`config.mk`:
```
export PLATFORM = sky130hd
export DESIGN_NAME = triangle_tangent_basis_core_flat
export DESIGN_NICKNAME = d
export VERILOG_FILES = /design/src/hw/rtl/ttb_pkg.sv /design/src/hw/rtl/ttb_if.sv /design/src/hw/rtl/triangle_tangent_basis_core.sv /design/src/flat_wrapper.sv
export SDC_FILE = /design/constraint.sdc
export NUM_CORES = 2
export LEC_CHECK = 0
export ABC_CLOCK_PERIOD_IN_PS = 26100
export BUFFER_PORTS_ARGS = -buffer_cell sky130_fd_sc_hd__buf_2
export CAP_MARGIN = 5
export CORE_MARGIN = 2
export CORE_UTILIZATION = 35
export CTS_BUF_LIST = sky130_fd_sc_hd__clkbuf_8
export CTS_CLUSTER_SIZE = 40
export DETAILED_ROUTE_END_ITERATION = 12
export PLACE_DENSITY = 0.49
export RECOVER_POWER = 50
export SETUP_SLACK_MARGIN = 0.5
export SKIP_LAST_GASP = 1
export SYNTH_ARGS = -nofsm -noshare
export SYNTH_HDL_FRONTEND = slang
export SYNTH_SLANG_ARGS = --single-unit
```
`constraint.sdc`:
```
create_clock -name clk_i -period 26.1 [get_ports clk_i]
set_clock_uncertainty 0.2 [all_clocks]
set_input_delay 1.305 -clock clk_i [delete_from_list [all_inputs] [get_ports clk_i]]
set_output_delay 1.305 -clock clk_i [all_outputs]
set_load 0.1 [all_outputs]
```
`src/hw/rtl/ttb_pkg.sv`:
```
// Package for the triangle tangent basis core: widths, vertex type and result type.
// No dependencies.
package ttb_pkg;

  localparam int unsigned CoordWidth = 16;
  localparam int unsigned DeltaWidth = CoordWidth + 1;
  localparam int unsigned ProdWidth  = 2 * DeltaWidth;
  localparam int unsigned DetWidth   = ProdWidth + 1;
  localparam int unsigned FracShift  = 20;
  localparam int unsigned NumWidth   = DetWidth + FracShift;
  localparam int unsigned OutWidth   = 32;
  localparam int unsigned CntWidth   = $clog2(NumWidth + 1);

  typedef struct packed {
    logic signed [OutWidth-1:0] tangent_x;
    logic signed [OutWidth-1:0] tangent_y;
    logic signed [OutWidth-1:0] tangent_z;
    logic signed [OutWidth-1:0] bitangent_x;
    logic signed [OutWidth-1:0] bitangent_y;
    logic signed [OutWidth-1:0] bitangent_z;
    logic                       degenerate;
    logic                       clipped;
  } result_t;

  typedef struct packed {
    logic signed [CoordWidth-1:0] pos_x;
    logic signed [CoordWidth-1:0] pos_y;
    logic signed [CoordWidth-1:0] pos_z;
    logic signed [CoordWidth-1:0] tex_u;
    logic signed [CoordWidth-1:0] tex_v;
  } vertex_t;

endpackage

```
`src/hw/rtl/ttb_if.sv`:
```
// Valid/ready stream interface carrying one payload of type payload_t.
// Depends on ttb_pkg for the payload types used by the top level.
interface ttb_if #(
  parameter type payload_t = ttb_pkg::vertex_t
);
  logic     valid;
  logic     ready;
  payload_t data;

  modport source (output valid, output data, input ready);
  modport sink (input valid, input data, output ready);
endinterface

```
`src/hw/rtl/triangle_tangent_basis_core.sv`:
```
// Triangle tangent basis core: holds two vertices, computes the basis on the third.
// Depends on ttb_pkg and ttb_if.
//
// One vertex request is taken per cycle for the first two vertices of a triangle.
// The third vertex starts a sequenced computation. One shared 17x17 signed
// multiplier forms det and the six numerators. That is 14 products, one per cycle,
// and the last one is folded in from the product register in the cycle after.
// One restoring divider then produces the six quotients at one bit per cycle.
// Each quotient is formed from a load and 55 quotient bits, then saturated in StFix.
// A zero determinant skips the divider: the sequencer leaves StMul for StOut
// as soon as det is formed. The result is held in an output register until
// taken, and the input is not ready while a triangle is being computed or its
// result waits.
module triangle_tangent_basis_core (
  input logic        clk_i,
  input logic        rst_ni,
  ttb_if.sink        vtx_i,
  ttb_if.source      res_o
);

  localparam int unsigned DW = ttb_pkg::DeltaWidth;
  localparam int unsigned PW = ttb_pkg::ProdWidth;
  localparam int unsigned TW = ttb_pkg::DetWidth;
  localparam int unsigned NW = ttb_pkg::NumWidth;
  localparam int unsigned OW = ttb_pkg::OutWidth;
  localparam int unsigned CW = ttb_pkg::CntWidth;

  localparam logic [2:0] StIdle = 3'd0;
  localparam logic [2:0] StMul  = 3'd1;
  localparam logic [2:0] StDiv  = 3'd2;
  localparam logic [2:0] StFix  = 3'd3;
  localparam logic [2:0] StOut  = 3'd4;

  logic [2:0]  state_q, state_d;
  logic [1:0]  slot_q;
  logic [3:0]  step_q;
  logic [2:0]  comp_q;
  logic [CW-1:0] bit_q;

  ttb_pkg::vertex_t v0_q, v1_q;

  // deltas of the current triangle
  logic signed [DW-1:0] e1_q [3];
  logic signed [DW-1:0] e2_q [3];
  logic signed [DW-1:0] du1_q, dv1_q, du2_q, dv2_q;

  logic signed [PW-1:0] prod_q;
  logic signed [TW-1:0] det_q;
  logic signed [TW-1:0] num_q [6];
  logic signed [OW-1:0] quo_q [6];
  logic                 clip_q, degen_q;

  // divider state
  logic [NW-1:0] dvd_q;
  logic [TW:0]   rem_q;
  logic [NW-1:0] qt_q;

  logic accept;
  assign vtx_i.ready = (state_q == StIdle);
  assign accept      = vtx_i.valid & vtx_i.ready;

  // shared multiplier: steps 0 and 1 form det, then one pair per component,
  // tangent x/y/z first, bitangent x/y/z after
  logic signed [DW-1:0] ma, mb;
  logic signed [PW-1:0] prod_d;
  logic [3:0] mpair, apair;
  logic [2:0] mcomp, acc_c;
  logic [1:0] maxis;
  always_comb begin
    mpair = step_q - 4'd2;
    mcomp = mpair[3:1];
    apair = step_q - 4'd3;
    acc_c = apair[3:1];
    unique case (mcomp)
      3'd0, 3'd3: maxis = 2'd0;
      3'd1, 3'd4: maxis = 2'd1;
      default:    maxis = 2'd2;
    endcase
    if (step_q == 4'd0) begin
      ma = du1_q; mb = dv2_q;
    end else if (step_q == 4'd1) begin
      ma = du2_q; mb = dv1_q;
    end else if (mcomp < 3'd3) begin
      ma = step_q[0] ? dv1_q : dv2_q;
      mb = step_q[0] ? e2_q[maxis] : e1_q[maxis];
    end else begin
      ma = step_q[0] ? du2_q : du1_q;
      mb = step_q[0] ? e1_q[maxis] : e2_q[maxis];
    end
    prod_d = ma * mb;
  end

  // divider magnitude operands
  logic signed [TW-1:0] cur_num;
  logic                 neg;
  logic [TW-1:0]        den_mag;
  logic [NW-1:0]        num_mag;
  logic [TW:0]          rem_sh, rem_sub;
  always_comb begin
    cur_num = num_q[comp_q];
    neg     = cur_num[TW-1] ^ det_q[TW-1];
    den_mag = det_q[TW-1] ? TW'(-det_q) : TW'(det_q);
    num_mag = {(cur_num[TW-1] ? TW'(-cur_num) : TW'(cur_num)), {ttb_pkg::FracShift{1'b0}}};
    rem_sh  = {rem_q[TW-1:0], dvd_q[NW-1]};
    rem_sub = rem_sh - {1'b0, den_mag};
  end

  logic [OW:0] lim;
  logic        ovf;
  always_comb begin
    lim = neg ? {1'b0, 1'b1, {(OW-1){1'b0}}} : {2'b00, {(OW-1){1'b1}}};
    ovf = (qt_q[NW-1:OW] != '0) || ({1'b0, qt_q[OW-1:0]} > lim);
  end

  always_ff @(posedge clk_i or negedge rst_ni) begin
    if (!rst_ni) begin
      state_q <= StIdle;
      slot_q  <= 2'd0;
      step_q  <= '0;
      comp_q  <= '0;
      bit_q   <= '0;
    end else begin
      state_q <= state_d;
      if (accept) slot_q <= (slot_q == 2'd2) ? 2'd0 : slot_q + 2'd1;
      unique case (state_q)
        StIdle: begin step_q <= '0; comp_q <= '0; bit_q <= '0; end
        StMul: step_q <= step_q + 4'd1;
        StDiv: bit_q <= bit_q + CW'(1);
        StFix: begin
          bit_q  <= '0;
          comp_q <= (comp_q == 3'd5) ? 3'd0 : comp_q + 3'd1;
        end
        default: ;
      endcase
    end
  end

  // sequencer next state
  logic mul_last;
  assign mul_last = (step_q == 4'd14);
  always_comb begin
    state_d = state_q;
    unique case (state_q)
      StIdle: if (accept && slot_q == 2'd2) state_d = StMul;
      StMul: begin
        if (step_q == 4'd2 && det_q == TW'(prod_q)) state_d = StOut;
        else if (mul_last) state_d = StDiv;
      end
      StDiv: if (bit_q == CW'(NW)) state_d = StFix;
      StFix: state_d = (comp_q == 3'd5) ? StOut : StDiv;
      StOut: if (res_o.ready) state_d = StIdle;
      default: state_d = StIdle;
    endcase
  end

  // datapath
  always_ff @(posedge clk_i) begin
    if (accept) begin
      if (slot_q == 2'd0) v0_q <= vtx_i.data;
      if (slot_q == 2'd1) v1_q <= vtx_i.data;
      if (slot_q == 2'd2) begin
        e1_q[0] <= DW'(v1_q.pos_x) - DW'(v0_q.pos_x);
        e1_q[1] <= DW'(v1_q.pos_y) - DW'(v0_q.pos_y);
        e1_q[2] <= DW'(v1_q.pos_z) - DW'(v0_q.pos_z);
        e2_q[0] <= DW'(vtx_i.data.pos_x) - DW'(v0_q.pos_x);
        e2_q[1] <= DW'(vtx_i.data.pos_y) - DW'(v0_q.pos_y);
        e2_q[2] <= DW'(vtx_i.data.pos_z) - DW'(v0_q.pos_z);
        du1_q   <= DW'(v1_q.tex_u) - DW'(v0_q.tex_u);
        dv1_q   <= DW'(v1_q.tex_v) - DW'(v0_q.tex_v);
        du2_q   <= DW'(vtx_i.data.tex_u) - DW'(v0_q.tex_u);
        dv2_q   <= DW'(vtx_i.data.tex_v) - DW'(v0_q.tex_v);
        clip_q  <= 1'b0;
        degen_q <= 1'b0;
      end
    end
    if (state_q == StMul) begin
      prod_q <= prod_d;
      // products arrive through the prod_q register; first of a pair loads, second subtracts
      if (step_q == 4'd1) det_q <= TW'(prod_q);
      else if (step_q == 4'd2) begin
        det_q <= det_q - TW'(prod_q);
        if (det_q == TW'(prod_q)) begin
          degen_q <= 1'b1;
          for (int i = 0; i < 6; i++) quo_q[i] <= '0;
        end
      end else if (step_q >= 4'd3) begin
        if (step_q[0]) num_q[acc_c] <= TW'(prod_q);
        else num_q[acc_c] <= num_q[acc_c] - TW'(prod_q);
      end
    end
    if (state_q == StDiv) begin
      if (bit_q == '0) begin
        dvd_q <= num_mag;
        rem_q <= '0;
        qt_q  <= '0;
      end else begin
        dvd_q <= {dvd_q[NW-2:0], 1'b0};
        if (!rem_sub[TW]) begin rem_q <= rem_sub; qt_q <= {qt_q[NW-2:0], 1'b1}; end
        else begin rem_q <= rem_sh; qt_q <= {qt_q[NW-2:0], 1'b0}; end
      end
    end
    if (state_q == StFix) begin
      if (ovf) begin
        clip_q <= 1'b1;
        quo_q[comp_q] <= neg ? {1'b1, {(OW-1){1'b0}}} : {1'b0, {(OW-1){1'b1}}};
      end else begin
        quo_q[comp_q] <= neg ? -qt_q[OW-1:0] : qt_q[OW-1:0];
      end
    end
  end

  assign res_o.valid            = (state_q == StOut);
  assign res_o.data.tangent_x   = quo_q[0];
  assign res_o.data.tangent_y   = quo_q[1];
  assign res_o.data.tangent_z   = quo_q[2];
  assign res_o.data.bitangent_x = quo_q[3];
  assign res_o.data.bitangent_y = quo_q[4];
  assign res_o.data.bitangent_z = quo_q[5];
  assign res_o.data.degenerate  = degen_q;
  assign res_o.data.clipped     = clip_q & ~degen_q;

endmodule

```
`src/flat_wrapper.sv`:
```
// flat-port wrapper written by rule: the top's interface ports become plain ports
module triangle_tangent_basis_core_flat import ttb_pkg::*;
  (clk_i, rst_ni, vtx_i_valid, vtx_i_data, vtx_i_ready, res_o_valid, res_o_data, res_o_ready);
  ttb_if #(.payload_t(vertex_t)) vtx_i_i ();
  ttb_if #(.payload_t(result_t)) res_o_i ();
  input logic clk_i;
  input logic rst_ni;
  input wire logic [$bits(vtx_i_i.valid)-1:0] vtx_i_valid;
  input wire logic [$bits(vtx_i_i.data)-1:0] vtx_i_data;
  output wire logic [$bits(vtx_i_i.ready)-1:0] vtx_i_ready;
  output wire logic [$bits(res_o_i.valid)-1:0] res_o_valid;
  output wire logic [$bits(res_o_i.data)-1:0] res_o_data;
  input wire logic [$bits(res_o_i.ready)-1:0] res_o_ready;
  assign vtx_i_i.valid = vtx_i_valid;
  assign vtx_i_i.data = vtx_i_data;
  assign vtx_i_ready = vtx_i_i.ready;
  assign res_o_valid = res_o_i.valid;
  assign res_o_data = res_o_i.data;
  assign res_o_i.ready = res_o_ready;
  triangle_tangent_basis_core u_core (.clk_i(clk_i), .rst_ni(rst_ni), .vtx_i(vtx_i_i), .res_o(res_o_i));
endmodule
```
### Word-level counts from Yosys, hierarchy flattened

Memories as Yosys holds them, arrays and structs flattened.
Cells that the tools add are included.

* bits in registers: 462
* memory bits (writable): 504
* input bits: 84
* output and inout port bits: 196
* logic and storage cells: 178
* memories kept: 4

* add/sub/neg operators: 22
* $mul: 1
* order comparisons: 3
* equality and inequality tests: 19
* multiplexer cells: 74
* bitwise gates (word level): 6
* reductions and logical operators: 22

Memories
* u_core.num_q: words 6, width 35, read ports 2, clocked after memory_dff 0, wr ports 1, RTL line triangle_tangent_basis_core.sv:49 `logic signed [TW-1:0] num_q [6];`
* u_core.quo_q: words 6, width 32, read ports 6, clocked after memory_dff 0, wr ports 6, RTL line triangle_tangent_basis_core.sv:50 `logic signed [OW-1:0] quo_q [6];`
* u_core.e1_q: words 3, width 17, read ports 1, clocked after memory_dff 0, wr ports 3, RTL line triangle_tangent_basis_core.sv:43 `logic signed [DW-1:0] e1_q [3];`
* u_core.e2_q: words 3, width 17, read ports 1, clocked after memory_dff 0, wr ports 3, RTL line triangle_tangent_basis_core.sv:44 `logic signed [DW-1:0] e2_q [3];`

Operators with widths (count)
* 35-bit two-way mux: 6
* 17-bit two-way mux: 10
* 16-bit by 16-bit subtractor with 17-bit output: 10
* 32-bit two-way mux: 5
* 35-bit negator: 2
* 35-bit by 34-bit subtractor with 35-bit output: 2
* 55-bit two-way mux: 1
* 1-bit two-way mux: 38
* 36-bit by 35-bit subtractor with 36-bit output: 1
* 35-bit by 34-bit == test with 1-bit output: 1
* 17-bit by 17-bit multiplier with 34-bit output: 1
* 32-bit > comparator: 1
* 32-bit negator: 1
* 32-bit OR reduction: 1
* 3-bit two-way mux: 8
* 23-bit nonzero test: 1
* 3-bit case mux with 5 select lines: 1
* 6-bit case mux with 2 select lines: 1
* 3-bit by 2-bit == test with 1-bit output, second input constant: 3
* 3-bit == test, second input constant: 3
* 4-bit case mux with 2 select lines: 1
* 2-bit AND reduction: 4
* 2-bit nonzero test: 4
* 4-bit by 2-bit subtractor with 4-bit output, second input constant: 2
* other kinds (31): 39

### Longest topological paths before layout

An unclocked memory read counts as a cell.

* word-level depth: 11
* depth in mapped cells: 38
* gate-level depth less buffers: 34

### Least setup slack after synthesis

OpenSTA, ideal clock, no wires.

* kind: register to register
* start point: reg u_core.state_q[2]
* end point: reg u_core.v1_q[0] (netlist name) (enable)
* setup time: 0.636 ns
* data arrival time: 9.158 ns
* required time: 25.264 ns
* setup slack: 16.106 ns
* stages on the path, launching flop included: 5
* buffers on the path: 1
* clock period less this slack: 9.994 ns
* cells stage by stage: dfrtp_1 > clkbuf_1 > nor3_1 > nand2_1 > nor3b_1

* word-level cells in the longest chain between the ends: 3

RTL lines
* start, declared: RTL line triangle_tangent_basis_core.sv:34 `logic [2:0] state_q, state_d;`
* start signal, assigned: RTL line triangle_tangent_basis_core.sv:117 `state_q <= StIdle;`
* start signal, assigned: RTL line triangle_tangent_basis_core.sv:123 `state_q <= state_d;`
* 3-bit logical NOT: RTL line triangle_tangent_basis_core.sv:59 `assign vtx_i.ready = (state_q == StIdle);`
* named net vtx_i_ready: RTL line flat_wrapper.sv:10 `output wire logic [$bits(vtx_i_i.ready)-1:0] vtx_i_ready;`
* 1-bit AND: RTL line triangle_tangent_basis_core.sv:60 `assign accept = vtx_i.valid & vtx_i.ready;`
* 2-bit AND reduction (no source line)
* end signal, assigned: RTL line triangle_tangent_basis_core.sv:160 `if (slot_q == 2'd1) v1_q <= vtx_i.data;`
* end, declared: RTL line triangle_tangent_basis_core.sv:40 `ttb_pkg::vertex_t v0_q, v1_q;`

The timed path passes the listed nets, and every way through them passes these cells.
A chain may end at the register's enable or synchronous reset.

### Worst setup path in the final report

* start point: reg u_core.step_q[3]
* end point: reg u_core.prod_q[32], data pin

* word-level cells in the longest chain between the ends: 10
* elaborated cells between the ends (all ways): 22
* classes of those cells: 1 x add/sub; 1 x mul; 1 x order compare; 4 x eq/ne; 9 x mux; 4 x reduce/logical; 2 x memory

RTL lines
* start, declared: RTL line triangle_tangent_basis_core.sv:36 `logic [3:0] step_q;`
* start signal, assigned: RTL line triangle_tangent_basis_core.sv:127 `StMul: step_q <= step_q + 4'd1;`
* 4-bit by 2-bit subtractor with 4-bit output: RTL line triangle_tangent_basis_core.sv:70 `mpair = step_q - 4'd2;`
* 3-bit by 1-bit == test with 1-bit output (tied with other cells): RTL line triangle_tangent_basis_core.sv:74 `unique case (mcomp)`
* 2-bit OR reduction: RTL line triangle_tangent_basis_core.sv:74
* 2-bit case mux with 2 select lines: RTL line triangle_tangent_basis_core.sv:74
* memory read 3 x 17 bit (on tied branches)
* 17-bit two-way mux (on tied branches): RTL line triangle_tangent_basis_core.sv:88, triangle_tangent_basis_core.sv:85
* 17-bit two-way mux: RTL line triangle_tangent_basis_core.sv:83 `end else if (mcomp < 3'd3) begin`
* 17-bit two-way mux: RTL line triangle_tangent_basis_core.sv:81 `end else if (step_q == 4'd1) begin`
* 17-bit two-way mux: RTL line triangle_tangent_basis_core.sv:79 `if (step_q == 4'd0) begin`
* 17-bit by 17-bit multiplier with 34-bit output (*): RTL line triangle_tangent_basis_core.sv:90 `prod_d = ma * mb;`
* named net u_core.prod_d[32]: RTL line triangle_tangent_basis_core.sv:65 `logic signed [PW-1:0] prod_d;`
* end signal, assigned: RTL line triangle_tangent_basis_core.sv:177 `prod_q <= prod_d;`
* end, declared: RTL line triangle_tangent_basis_core.sv:47 `logic signed [PW-1:0] prod_q;`

Mark *: on every way through the listed nets, which the timed path passes. The rest lies on a longest branch.

==> run_results.csv <==
group,metric,value,unit
critical_path,worst_setup_path_end_kind,"flop",
timing,max_freq,0.08062,GHz
cts,ctsResizeCount,0,
synth,yosysMostFrequentCell,"edfxtp_1",
timing,tightest_slew,4164,ps
cts,clkLatencyLatePin,940,ps
synth,syn-num-nets,6659,
timing,fin_crit,12400,ps
floorplanning,io_pins,280,
timing,postLayoutSetupSlackWorst,13700,ps
cells_and_area,post-route-util,39.11,%
synth,ys_types,87,
global_routing,grt_util_all_layers,19.37,%
drt,vias,44860,
cts,cts_setup_buffers,0,
floorplanning,core_area,180200,um^2
placed_design,dpl-instance-area,67580,um^2
placed_design,gp_congestion,0.8721,
cts,cts_sinks,946,
run,max_cap_viol_count,17,
critical_path,crit_slowest_cell,"clkbuf_1",
cells_and_area,drive_above_1_share,6.472,%
global_routing,first_global_vias,45320,
synth,yosysWarningCount,0,
cts,ctsHtreeMaxLevel,4,
timing,setup_viol,0,
critical_path,worstPathArrival,12870,ps
synth,synth_edf_count,926,
cts,cts_tree,"yes",
floorplanning,dieArea,184100,um^2
cells_and_area,nFillCells,17790,
synth,yosysTopAreaCellShare,43.97,%
critical_path,slowest_delay,2900,ps
drt,wirelength,180000,um
cells_and_area,fin_nets,6991,
drt,via_per_inst,5.146,
timing,fin_tns_setup,0,ps
synth,async_flop_share,1.903,%
synth,yosysTopAreaCell,"edfxtp_1",
critical_path,path_max_fanout,77,
cts,cts_buffers,175,
timing,slew_headroom,-177.6,%
hold_path,min_path_type,"reg2reg",
critical_path,path_common_cell,"fa_1",
synth,synthesis.area,63240,um^2
cells_and_area,multiInputGateArea,32090,um^2
cts,clk_pin_slew,60,ps
timing,finalCritPeriodShare,47.52,%
cells_and_area,regArea,28300,um^2
floorplanning,die_height,429.1,um
synth,synthCells,5873,
drt,drc,0,
placed_design,dp_hpwl,132400,um
timing,hold_viol_final,0,
drt,firstDrtPassIters,7,
critical_path,crit_path_start_kind,"flop",
cts,clock-root-buffer,"clkbuf_8",
placed_design,portBuffers,279,
timing,rsz0062_at_grt,"no",
critical_path,crit_required,26570,ps
cts,cts_buffer_depth,3,
cells_and_area,fin_area,70450,um^2
synth,yosys-top-cells-area,"edfxtp_1 (44%), fa_1 (9.8%), ha_1 (7.8%)",
global_routing,antenna_found_initial,8,
synth,synthTopCellsByCount,"edfxtp_1 (926), nor2_1 (628), inv_1 (570)",
synth,avgSynthCellArea,10.77,um^2
global_routing,grt_pass1_wl,276000,um
status,violations,"capacitance limit, slew limit",
global_routing,grt_max_degree,111,
drt,drt_iter0_drc,3101,
drt,ant_nets,0,
synth,synth_flop_cell,"edfxtp_1",
timing,maxSlewViolCount,870,
floorplanning,initial_core_util,35.10,%
critical_path,worst-path-buf-inv,5,
floorplanning,row_count,156,
synth,synth.yosys.seq_area_share,44.75,%
status,outcome,"complete, but fails checks",
synth,synth_seq_cells,946,
placed_design,dp_slack,15410,ps
critical_path,worstSetupPathType,"reg2reg",
global_routing,overflow,0,
cts,holdBufCountCts,0,
drt,post_drt_wl_per_cell,20.65,um
critical_path,cpLargestDelayFamily,"adder cells",
floorplanning,fp.dieW,429.1,um
cells_and_area,syn_to_final_growth,11.41,%
## cells by family after synthesis
logic type	share of synthesized area [%]
and+or+nand+nor	13.00
DFF	44.75
AOI/OAI and AO/OA	10.95
xor gates and xnor gates	4.262
adders and majority gates	17.56
buffers and inverters	4.792
muxes	4.691
## layer usage
| layer | track usage (%) | part of all wire (%) |
|---|---|---|
| met5 | 0 | 0 |
| met4 | 6.685 | 3.3 |
| met3 | 2.754 | 4.1 |
| met2 | 32.20 | 47 |
| met1 | 25.83 | 45 |
## registers in the layout (all words and copies together) (netlist names), 51 cells and up
register and cells:
u_core.qt_q 55, u_core.v0_q 80, u_core.quo_q 192, u_core.num_q 210, u_core.v1_q 80, u_core.e2_q 51, u_core.e1_q 51
## metrics by stage
step / hold WS [ps] / std cells
floorplan: 217.3 / 5873
global placement: 241.1 / 8398
detailed placement: 247.8 / 8398
CTS: 47.81 / 8705
global route: 291.9 / 8715
finish: 252.5 / 8717
## final timing paths
kind | slack (ps) | cells past startpoint | to | from
min in group asynchronous | 390 | 1 | u_core.bit_q[2]$_DFFE_PN0P_ | rst_ni
hold reg to reg | 250 | 2 | u_core.clip_q$_DFF_P_ | u_core.clip_q$_DFF_P_
hold / removal | 250 | 2 | u_core.clip_q$_DFF_P_ | u_core.clip_q$_DFF_P_
max in group asynchronous | 24550 | 1 | u_core.slot_q[0]$_DFFE_PN0P_ | rst_ni
setup reg to reg | 13700 | 26 | u_core.prod_q[32]$_DFFE_PP_ | u_core.step_q[3]$_DFFE_PN0P_
setup / recovery | 13700 | 26 | u_core.prod_q[32]$_DFFE_PP_ | u_core.step_q[3]$_DFFE_PN0P_
## placed cells by master, fill, tap and decap left out, types with 21 or more instances in the layout
cell type,netlist,layout
a211oi_1,34,34
a21boi_0,32,32
a21o_1,86,86
a21oi_1,324,319
and2_0,1,32
and2_1,72,39
and3_1,38,38
buf_4,10,69
clkbuf_1,151,291
clkbuf_8,0,175
clkinv_1,1,58
edfxtp_1,926,926
fa_1,309,309
ha_1,393,392
inv_1,570,606
mux2i_1,167,166
mux4_2,52,52
nand2_1,499,497
nand2b_1,60,60
nand3_1,88,88
nand4_1,21,21
nor2_1,628,626
nor2b_1,62,62
nor3_1,205,202
o211ai_1,54,54
o21a_1,24,24
o21ai_0,294,293
o22ai_1,27,26
o31ai_1,28,27
or3_1,28,28
xnor2_1,187,184
xor2_1,117,115
## worst reg2reg max path, stage by stage, from the launching register on
cell and delay (ps):
dfrtp_1 550, nor2_1 420, and2_2 230, clkbuf_1 2900
o21ai_0 650, mux2i_1 1070, nor2_1 190, fa_1 580
inv_1 50, fa_1 510, fa_1 530, inv_1 60
fa_1 490, fa_1 490, inv_1 50, fa_1 470
inv_1 40, ha_1 340, nand2_1 90, o21ai_0 110
or4_1 430, o21ai_0 300, nand3_1 170, o41ai_1 710
o2111ai_1 210, a21oi_1 210, xnor2_1 80
## area by class of cell
cell class / count / area share, %
clock inverter: 132 / 1.234
multi-input combinational: 4146 / 45.54
sequential: 946 / 40.17
inverter: 571 / 3.044
timing repair buffer: 365 / 2.343
clock buffer: 175 / 3.419
tap: 2370 / 4.209
antenna: 12 / 0.04262
Power is left out: the tool's default activity adds up to more than one toggle a clock period on the data nets, which glitch-free logic cannot reach.
